<file path="src/rtl/lef_pkg.sv">
// Shared types, constants and helpers for the Laplacian edge filter.
package lef_pkg;

  localparam int MAX_WIDTH  = 1024;
  localparam int PIXEL_BITS = 16;
  localparam int COL_BITS   = $clog2(MAX_WIDTH);
  localparam int ROW_BITS   = 16;
  localparam int WIDTH_BITS = 11;
  localparam int DATA_BITS  = 16;
  localparam int SUM_BITS   = PIXEL_BITS + 2;
  localparam int LAP_BITS   = SUM_BITS + 1;
  localparam int EDGE_BITS  = 8;
  localparam int RECENT_DEPTH = 2;

  localparam logic [EDGE_BITS-1:0] EDGE_MAX = 8'd255;

  localparam logic CFG_IMAGE_WIDTH  = 1'b0;
  localparam logic CFG_IMAGE_HEIGHT = 1'b1;

  typedef logic [PIXEL_BITS-1:0] pixel_t;

  typedef struct packed {
    pixel_t up;
    pixel_t down;
    pixel_t left;
    pixel_t right;
    pixel_t centre;
  } stencil_taps_t;

  // Last column index for a programmed width, width held to 2..MAX_WIDTH.
  function automatic logic [COL_BITS-1:0] width_last(input logic [WIDTH_BITS-1:0] w);
    logic [WIDTH_BITS-1:0] t;
    begin
      if (w < WIDTH_BITS'(2)) begin
        t = WIDTH_BITS'(1);
      end else if (w > WIDTH_BITS'(MAX_WIDTH)) begin
        t = WIDTH_BITS'(MAX_WIDTH - 1);
      end else begin
        t = w - WIDTH_BITS'(1);
      end
      return t[COL_BITS-1:0];
    end
  endfunction

  // Last row index for a programmed height, height held to at least 2.
  function automatic logic [ROW_BITS-1:0] height_last(input logic [ROW_BITS-1:0] h);
    logic [ROW_BITS-1:0] t;
    begin
      if (h < ROW_BITS'(2)) begin
        t = ROW_BITS'(1);
      end else begin
        t = h - ROW_BITS'(1);
      end
      return t;
    end
  endfunction

endpackage

</file>
<file path="src/rtl/lef_tap_cell.sv">
// One cell of the recent-pixel chain: holds a pixel, passes it on each shift.
module lef_tap_cell (
  input  logic            clk,
  input  logic            shift,
  input  lef_pkg::pixel_t d,
  output lef_pkg::pixel_t q
);

  always_ff @(posedge clk) begin
    if (shift) begin
      q <= d;
    end
  end

endmodule

</file>
<file path="config.mk">
export PLATFORM = sky130hd
export DESIGN_NAME = lef_tap_cell
export DESIGN_NICKNAME = d
export VERILOG_FILES = /design/src/rtl/lef_pkg.sv /design/src/rtl/lef_tap_cell.sv
export SDC_FILE = /design/constraint.sdc
export NUM_CORES = 1
export LEC_CHECK = 0
export BUFFER_PORTS_ARGS = -buffer_cell sky130_fd_sc_hd__buf_2
export CAP_MARGIN = 15
export CELL_PAD_IN_SITES_DETAIL_PLACEMENT = 1
export CELL_PAD_IN_SITES_GLOBAL_PLACEMENT = 1
export CORE_MARGIN = 5
export CORE_UTILIZATION = 29
export CTS_BUF_LIST = sky130_fd_sc_hd__clkbuf_4 sky130_fd_sc_hd__clkbuf_8 sky130_fd_sc_hd__clkbuf_16
export CTS_CLUSTER_SIZE = 30
export DETAILED_ROUTE_END_ITERATION = 12
export GPL_ROUTABILITY_DRIVEN = 1
export HOLD_SLACK_MARGIN = 0.05
export PLACE_DENSITY = 0.7
export SKIP_CTS_REPAIR_TIMING = 1
export SLEW_MARGIN = 40
export SYNTH_ARGS = -nofsm -noshare
export SYNTH_HDL_FRONTEND = slang
export SYNTH_SLANG_ARGS = --single-unit
export TNS_END_PERCENT = 10
</file>
<file path="constraint.sdc">
create_clock -name clk -period 0.8 [get_ports clk]
set_clock_uncertainty 0.2 [all_clocks]
set_input_delay 0.24 -clock clk [delete_from_list [all_inputs] [get_ports clk]]
set_output_delay 0.24 -clock clk [all_outputs]
set_load 0.05 [all_outputs]
</file>
==> parameters.txt <==
Parameter                              Value

Cells and area
  Multi-In Gates ... 0
  Total area of multi-input combinational cells ... 0 sq um
  Fin nets ... 73
  Most flops, register ... q
  Number of flip-flops under the largest register name ... 16
  Area delta synth->final ... 66.9%
  Top Registers ... q x16
  Post-route standard cell area excluding fillers ... approximately 800 sq um
  Number of antenna diodes ... 0
  Fraction of layout instances using a drive strength above 1 ... 0.698

Power and ir drop
  Peak supply drop ... roughly 0.94 mV
  P_leak ... 0.341 nW
  Sequential fraction of design power ... 0.555
  Combinational cell fraction of total power ... 0.233
  Switching share of power ... 0.284
  Total power of the final layout ... 1.85 mW
  Power density normalized to cell area ... between 2000 and 2500 nW/um^2
  Total internal power ... 1.32 mW
  Clock network fraction of design power ... 0.211
  Switching power ... 0.524 mW

Global routing
  Congestion Overflow GR ... 0
  Number of global-route vias before repair ... about 360
  Pin count of the biggest net entering global routing ... 17
  Number of antenna violations at the first check in global routing ... 0
  First-pass GRT wire length ... 1520 um
  All-Layer GR Usage ... 0.0810

Routing
  Via-per-instance ratio ... 4.36
  Wirelength, routed ... 1030 um
  Avg WL per Cell ... 14.9 um
  Antenna viol nets, final ... 0
  DRC violation total after the first TritonRoute iteration ... 0
  Via count ... about 300
  Residual DRC count ... 0
  Detailed Routing Iterations Pass 1 ... 1

Worst setup path
  Maximum single-stage delay on the critical path ... 0.32 ns
  Cell-by-cell trace of the critical path ... buf_2
  Worst path top cell family by delay ... flip-flops
  Type of element launching the critical path ... flip-flop
  Crit-path max FO ... 1
  Crit path capture type ... output pin
  Sum of buffers and inverters on the critical path ... 1
  Critical path data arrival time ... 0.84 ns
  Category of the most critical setup path ... flip-flop to output pin
  Critical Path RT ... 0.36 ns
  Critical path's slowest cell ... edfxtp_1

Floorplanning
  Initial core utilization ... 0.312
  Die height ... 50.7 um
  Placeable core region ... 1540 sq um
  Num ports ... 34
  Overall die area ... ~2600 sq um
  Number of core rows ... 14
  Horizontal extent of the die ... 50.7 um

Synth
  Synthesized Nets ... 34
  Yosys top cell area share ... 1.00
  Synth Area per Inst ... 30.0 sq um
  Yosys reg bits ... 16
  Cell accounting for the most synthesized area ... edfxtp_1
  Xor and xnor area share after synthesis ... 0
  Biggest area contributors in the synthesized netlist ... edfxtp_1
  Synth warnings ... 0
  Portion of the post-synthesis area used by sequential elements ... 1.00
  Fraction of the mapped netlist area in compound gates ... 0
  Multiplexer share of the synthesized area ... 0
  Number of distinct standard cells referenced by the synthesized netlist ... 1
  Post-synthesis adder-cell area fraction ... 0
  Simple-gate area share of the yosys netlist ... 0
  Post-synthesis instance total ... 16
  Cell Area, Synth ... 480 sq um

Run status
  Run status ... finished with violations
  Failing checks ... negative hold slack, negative setup slack

Timing
  Min cycle time layout ... around 1.3 ns
  RSZ-0062 raised after global routing ... yes
  Final setup fails ... 16
  Max-slew violation total from the final report ... 0
  Setup slack of the critical path after layout ... -0.483 ns
  Hold Fails Final Rpt ... 16
  Worst-case headroom to the max-slew limit ... 0.837
  Fin Hold WS ... -0.0637 ns
  Worst-Margin Slew ... between 0.2 and 0.25 ns
  F_max ... 0.780 GHz
  Sum of negative setup slack ... -7.51 ns
  Post-route clock period utilization ... 1.60

Place
  Port buffer count ... 33
  GPL Wtd Cong ... 0.612
  Post-placement setup slack ... -0.212 ns
  Placement Cell Area ... 686 sq um

Clock network
  CTS clk-pin slew, worst paths ... roughly 0.08 ns
  TritonCTS Buffers ... 3
  Number of sinks driven by the clock tree ... 16
  Buffer type at the clock tree root ... clkbuf_4
  Depth of the CTS H-tree ... 1
  TritonCTS clock tree ... yes
  Max clock buf depth ... 2

Flow run
  Count of max-cap constraint violations ... 0

Hold path
  Tightest Hold Check Type ... primary input to flip-flop
==> per-stage QoR <==
step	cells	util
6_report	69	0.520
3_3_place_gp	66	0.445
2_1_floorplan	16	-
3_5_place_dp	66	0.445
4_1_cts	69	0.459
5_1_grt	69	0.520
==> per-layer routing <==
metal / global-route usage / share of wire
met4: 0.0383 / 0
met3: 0.0444 / 0.11
met5: 0 / 0
met1: 0.0652 / 0.28
met2: 0.153 / 0.60
==> logic make-up after synthesis <==
| kind of cell | Yosys count |
|---|---|
| flops | 16 |
==> power groups by stage <==
stage | Combinational (mW) | Sequential, mW | Clock [mW]
final | 0.431 | 1.03 | 0.390
after global routing | 0.442 | 1.04 | 0.433
after CTS | 0.364 | 1.01 | 0.415
after detailed placement | 0.363 | 1.03 | 0
after global placement | 0.358 | 1.02 | 0
after floorplan | 0 | 1.27 | 0
==> synthesized netlist by cell type <==
master    count
edfxtp_1     16
==> cell type report <==
| class | instances | area [sq um] |
|---|---|---|
| fillers | 150 | 739 |
| flip-flops and latches | 16 | 480 |
| repair buffers | 34 | 279 |
| clock buffers | 3 | 22.5 |
| well taps | 16 | 20.0 |
==> placed cells by master, fill, tap and decap left out <==
master,count
buf_12,1
buf_2,18
buf_6,15
clkbuf_4,3
edfxtp_1,16
==> worst paths after layout <==
check / slack [ns] / cells past startpoint / endpoint / start
max: -0.48 / 1 / q[4] / q[4]
min: -0.06 / 1 / q[0] / d[0]
(Power assumes the default switching activity.)
