$ cat config.mk
export PLATFORM = sky130hd
export DESIGN_NAME = lef_stencil
export DESIGN_NICKNAME = d
export VERILOG_FILES = /design/src/rtl/lef_pkg.sv /design/src/rtl/lef_stencil.sv
export SDC_FILE = /design/constraint.sdc
export NUM_CORES = 1
export LEC_CHECK = 0
export BUFFER_PORTS_ARGS = -buffer_cell sky130_fd_sc_hd__buf_2
export CAP_MARGIN = 10
export CORE_ASPECT_RATIO = 1.1
export CORE_UTILIZATION = 46
export DETAILED_ROUTE_END_ITERATION = 10
export PLACE_DENSITY = 0.76
export SYNTH_ARGS = -nofsm -noshare
export SYNTH_HDL_FRONTEND = slang
export SYNTH_SLANG_ARGS = --single-unit
export TNS_END_PERCENT = 1
$ cat constraint.sdc
create_clock -name vclk -period 8.5
set_input_delay 0.425 -clock vclk [all_inputs]
set_output_delay 0.425 -clock vclk [all_outputs]
set_load 0.02 [all_outputs]
$ cat src/rtl/lef_pkg.sv
// Shared types, constants and helpers for the Laplacian edge filter.
package lef_pkg;

  localparam int MAX_WIDTH  = 1024;
  localparam int PIXEL_BITS = 16;
  localparam int COL_BITS   = $clog2(MAX_WIDTH);
  localparam int ROW_BITS   = 16;
  localparam int WIDTH_BITS = 11;
  localparam int DATA_BITS  = 16;
  localparam int SUM_BITS   = PIXEL_BITS + 2;
  localparam int LAP_BITS   = SUM_BITS + 1;
  localparam int EDGE_BITS  = 8;
  localparam int RECENT_DEPTH = 2;

  localparam logic [EDGE_BITS-1:0] EDGE_MAX = 8'd255;

  localparam logic CFG_IMAGE_WIDTH  = 1'b0;
  localparam logic CFG_IMAGE_HEIGHT = 1'b1;

  typedef logic [PIXEL_BITS-1:0] pixel_t;

  typedef struct packed {
    pixel_t up;
    pixel_t down;
    pixel_t left;
    pixel_t right;
    pixel_t centre;
  } stencil_taps_t;

  // Last column index for a programmed width, width held to 2..MAX_WIDTH.
  function automatic logic [COL_BITS-1:0] width_last(input logic [WIDTH_BITS-1:0] w);
    logic [WIDTH_BITS-1:0] t;
    begin
      if (w < WIDTH_BITS'(2)) begin
        t = WIDTH_BITS'(1);
      end else if (w > WIDTH_BITS'(MAX_WIDTH)) begin
        t = WIDTH_BITS'(MAX_WIDTH - 1);
      end else begin
        t = w - WIDTH_BITS'(1);
      end
      return t[COL_BITS-1:0];
    end
  endfunction

  // Last row index for a programmed height, height held to at least 2.
  function automatic logic [ROW_BITS-1:0] height_last(input logic [ROW_BITS-1:0] h);
    logic [ROW_BITS-1:0] t;
    begin
      if (h < ROW_BITS'(2)) begin
        t = ROW_BITS'(1);
      end else begin
        t = h - ROW_BITS'(1);
      end
      return t;
    end
  endfunction

endpackage

$ cat src/rtl/lef_stencil.sv
// Four-neighbour Laplacian kernel with clamp to 0..255.
module lef_stencil (
  input  lef_pkg::stencil_taps_t               taps,
  output logic signed [lef_pkg::LAP_BITS-1:0] laplacian,
  output logic [lef_pkg::EDGE_BITS-1:0]        edge_level
);

  logic [lef_pkg::SUM_BITS-1:0] sum;
  logic [lef_pkg::SUM_BITS-1:0] quad;

  always_comb begin
    sum = lef_pkg::SUM_BITS'(taps.up) + lef_pkg::SUM_BITS'(taps.down)
        + lef_pkg::SUM_BITS'(taps.left) + lef_pkg::SUM_BITS'(taps.right);
    quad = {taps.centre, 2'b00};
    laplacian = $signed({1'b0, sum}) - $signed({1'b0, quad});
    if (laplacian[lef_pkg::LAP_BITS-1]) begin
      edge_level = '0;
    end else if (laplacian[lef_pkg::LAP_BITS-2:lef_pkg::EDGE_BITS] != '0) begin
      edge_level = lef_pkg::EDGE_MAX;
    end else begin
      edge_level = laplacian[lef_pkg::EDGE_BITS-1:0];
    end
  end

endmodule

==> flow_summary.json <==
{
  "nClkBuffers": 0,
  "power_per_cell_area_nw_per_um2": 336.6,
  "grt_setup_unrepaired": "false",
  "critical_path_launch_point_type": "input port",
  "cts.hold.buffers_added": 0,
  "finalNetCount": 557,
  "initial_core_util_pct": 48.67,
  "static_leakage_nw": 1.800,
  "grt_antenna_before_repair": 0,
  "die_height_um": 78.80,
  "timing.critical_path.buf_inv": 5,
  "cts.repair_timing.setup_buffer_count": 0,
  "holdPathStages": 3,
  "dr.first_iter.drc_count": 69,
  "post_synth.cell_area_avg_um2": 8.086,
  "routed_wirelength_mm": 4.970,
  "route.detailed.drc": 0,
  "dieWidth_um": 71.81,
  "antenna_cells": 0,
  "critPathCaptureType": "output port",
  "detailroute.via_count": 2253,
  "grt_max_degree": 11,
  "synth_fp_nets": 453,
  "relative_slew_slack_pct": 51.35,
  "worst_path_most_repeated_cell": "fa_1",
  "critical_path.max_fanout": 8,
  "setup_tns_ns": 0,
  "placementRows": 27,
  "syn_to_final_growth_pct": 22.88,
  "max-cap-violations": 0,
  "hold_path_end": "laplacian[0]",
  "critical_path_arrival_ns": 4.78,
  "synth.lib_cells_used.distinct": 49,
  "die-area_um2": 5658,
  "setup.worst_path.class": "input port to output port",
  "post-synth-top-area-cell": "fa_1",
  "postCtsResizedCells": 0,
  "ys_top_cells_by_area": "fa_1 37%, inv_1 17%, ha_1 12%",
  "critical-path-max-stage-delay_ns": 0.52,
  "worst_path_max_delay_cell": "fa_1",
  "drt-vias-per-instance": 4.845,
  "critical_path_cell_by_cell": "buf_2 -> inv_1 -> fa_1 -> fa_1 -> inv_1 -> fa_1 -> inv_1 -> fa_1 -> a211oi_1 -> o211ai_2 -> a21oi_1 -> o221ai_1 -> xnor2_1 -> nor4_4 -> a31oi_1 -> buf_2",
  "final_util_pct": 59.80,
  "worst_slew_pin_slew_ns": 0.7245,
  "clock.fmax_mhz": 192.3,
  "cp_delay_by_family_top": "adder cells",
  "synth_cells": 305,
  "placeableCoreArea_um2": 5067,
  "proportion_of_layout_cells_with_a_drive_suffix_above_1_pct": 28.75,
  "yosysWarningCount": 0,
  "hold_start": "taps[64]",
  "drt.antenna.violating_nets": 0,
  "post-synth-top-area-fraction_pct": 36.53,
  "via_count_of_the_first_global_routing_pass": 2222,
  "outcome": "finished clean",
  "finalSetupViolations": 0,
  "ios": 107,
  "grt.total_usage_pct": 18.58,
  "drtPass1Iterations": 4,
  "timing.hold.worst.class": "input port to output port",
  "routedWlPerCell_um": 10.69,
  "layout.cells.non_filler": 465,
  "placedCellCount": 465,
  "hold_viol": 0,
  "grt_remaining_overflow": 0,
  "ff_latch_area_um2": 0,
  "design.seq.count": 0,
  "timing.final.crit_share_pct": 61.18,
  "io_buffers": 107,
  "grt_pass1_wl_mm": 8.818,
  "timing_max_transition_violations_final": 0,
  "vdd_drop_max_v": 0.0001975,
  "synth.cell_area_um2": 2466,
  "globalplace.congestion": 0.8522,
  "post-dp-hpwl_mm": 4.634,
  "clock_period_minus_final_worst_setup_slack_ns": 5.201,
  "worstPathRequired_ns": 8.08,
  "ys_seq_area_share_pct": 0
}
cell families (layout without fill, tap and decap cells):
| logic type | after synthesis | count (layout) | synth area share [%] |
|---|---|---|---|
| XOR/XNOR | 10 | 10 | 3.552 |
| adder cells (fa/ha/maj) | 68 | 68 | 48.20 |
| AO/OA/AOI/OAI | 57 | 57 | 16.29 |
| buffers and inverters | 116 | 218 | 18.67 |
| AND/OR/NAND/NOR | 51 | 51 | 12.08 |
| multiplexers | 3 | 3 | 1.218 |
power breakdown:
part / switching, W / internal [W]
Combinational: 0.000641 / 0.000379
Clock: 0 / 0
Sequential: 0 / 0
Total: 0.000641 / 0.000379
synth_stat cells, drive strengths merged (2+ instances only):
| cell | number |
|---|---|
| nand2 | 14 |
| xnor2 | 7 |
| a21oi | 18 |
| a31oi | 9 |
| nor2 | 7 |
| nor3b | 4 |
| nand4b | 2 |
| and2 | 2 |
| mux2i | 3 |
| nand2b | 2 |
| nor3 | 4 |
| o21ai | 6 |
| nor2b | 2 |
| ha | 23 |
| fa | 45 |
| nor4 | 2 |
| a2111oi | 2 |
| inv | 111 |
| buf | 5 |
| a21o | 5 |
| nand3 | 6 |
| o211ai | 4 |
| xor2 | 3 |
cell type report:
| class | count | area [um2] |
|---|---|---|
| Fill cell | 466 | 2037 |
| Inverter | 111 | 416.7 |
| Multi-Input combinational cell | 189 | 2006 |
| Tap cell | 58 | 72.57 |
| Timing Repair Buffer | 107 | 535.5 |
tightest hold or removal path: cells and delay by family:
kind / cells / cell delay (ns)
adder cells (fa/ha/maj): 1 / 0.13
buffers and inverters: 2 / 0.24
placed cells by master (no fill, tap or decap), types with 2 or more instances in the layout:
cell,instances
a31oi_1,9
o211ai_2,2
xnor2_1,7
inv_1,111
nand2_1,14
nor2_1,7
a21oi_1,17
nand2b_1,2
o21ai_0,6
nor3_1,4
o211ai_1,2
nor3b_1,4
mux2i_1,3
nor2b_1,2
nand4b_1,2
nand3_1,5
a2111oi_0,2
xor2_1,3
ha_1,23
buf_2,107
fa_1,45
a21o_1,4
metal layers:
layer  vias up  routed length [um]  GRT usage [%]
met2        68                2734          38.58
li1       1160                   -              -
met4         0                   0              0
met5         -                   0              0
met1      1025                2021          22.02
met3         0                 214         0.6345
through the flow:
step           cell area [um2]  setup slack [ns]  hold WS [ns]  total power [W]
3_3_place_gp              3030             3.400         1.223         0.001009
3_5_place_dp              3030             3.313         1.224         0.001024
2_1_floorplan             2466             3.536         1.075        0.0007759
4_1_cts                   3030             3.289         1.225         0.001028
6_report                  3030             3.299         1.220         0.001020
5_1_grt                   3030             3.026         1.243         0.001134
worst max path at each step:
stage | startpoint | to | cells after the start
detailed placement | taps[0] | edge_level[3] | 16
global route | taps[0] | edge_level[1] | 16
CTS | taps[0] | edge_level[7] | 16
floorplan | taps[0] | edge_level[0] | 14
global placement | taps[0] | edge_level[6] | 16
finish | taps[0] | edge_level[3] | 16
(Power assumes the default switching activity.)
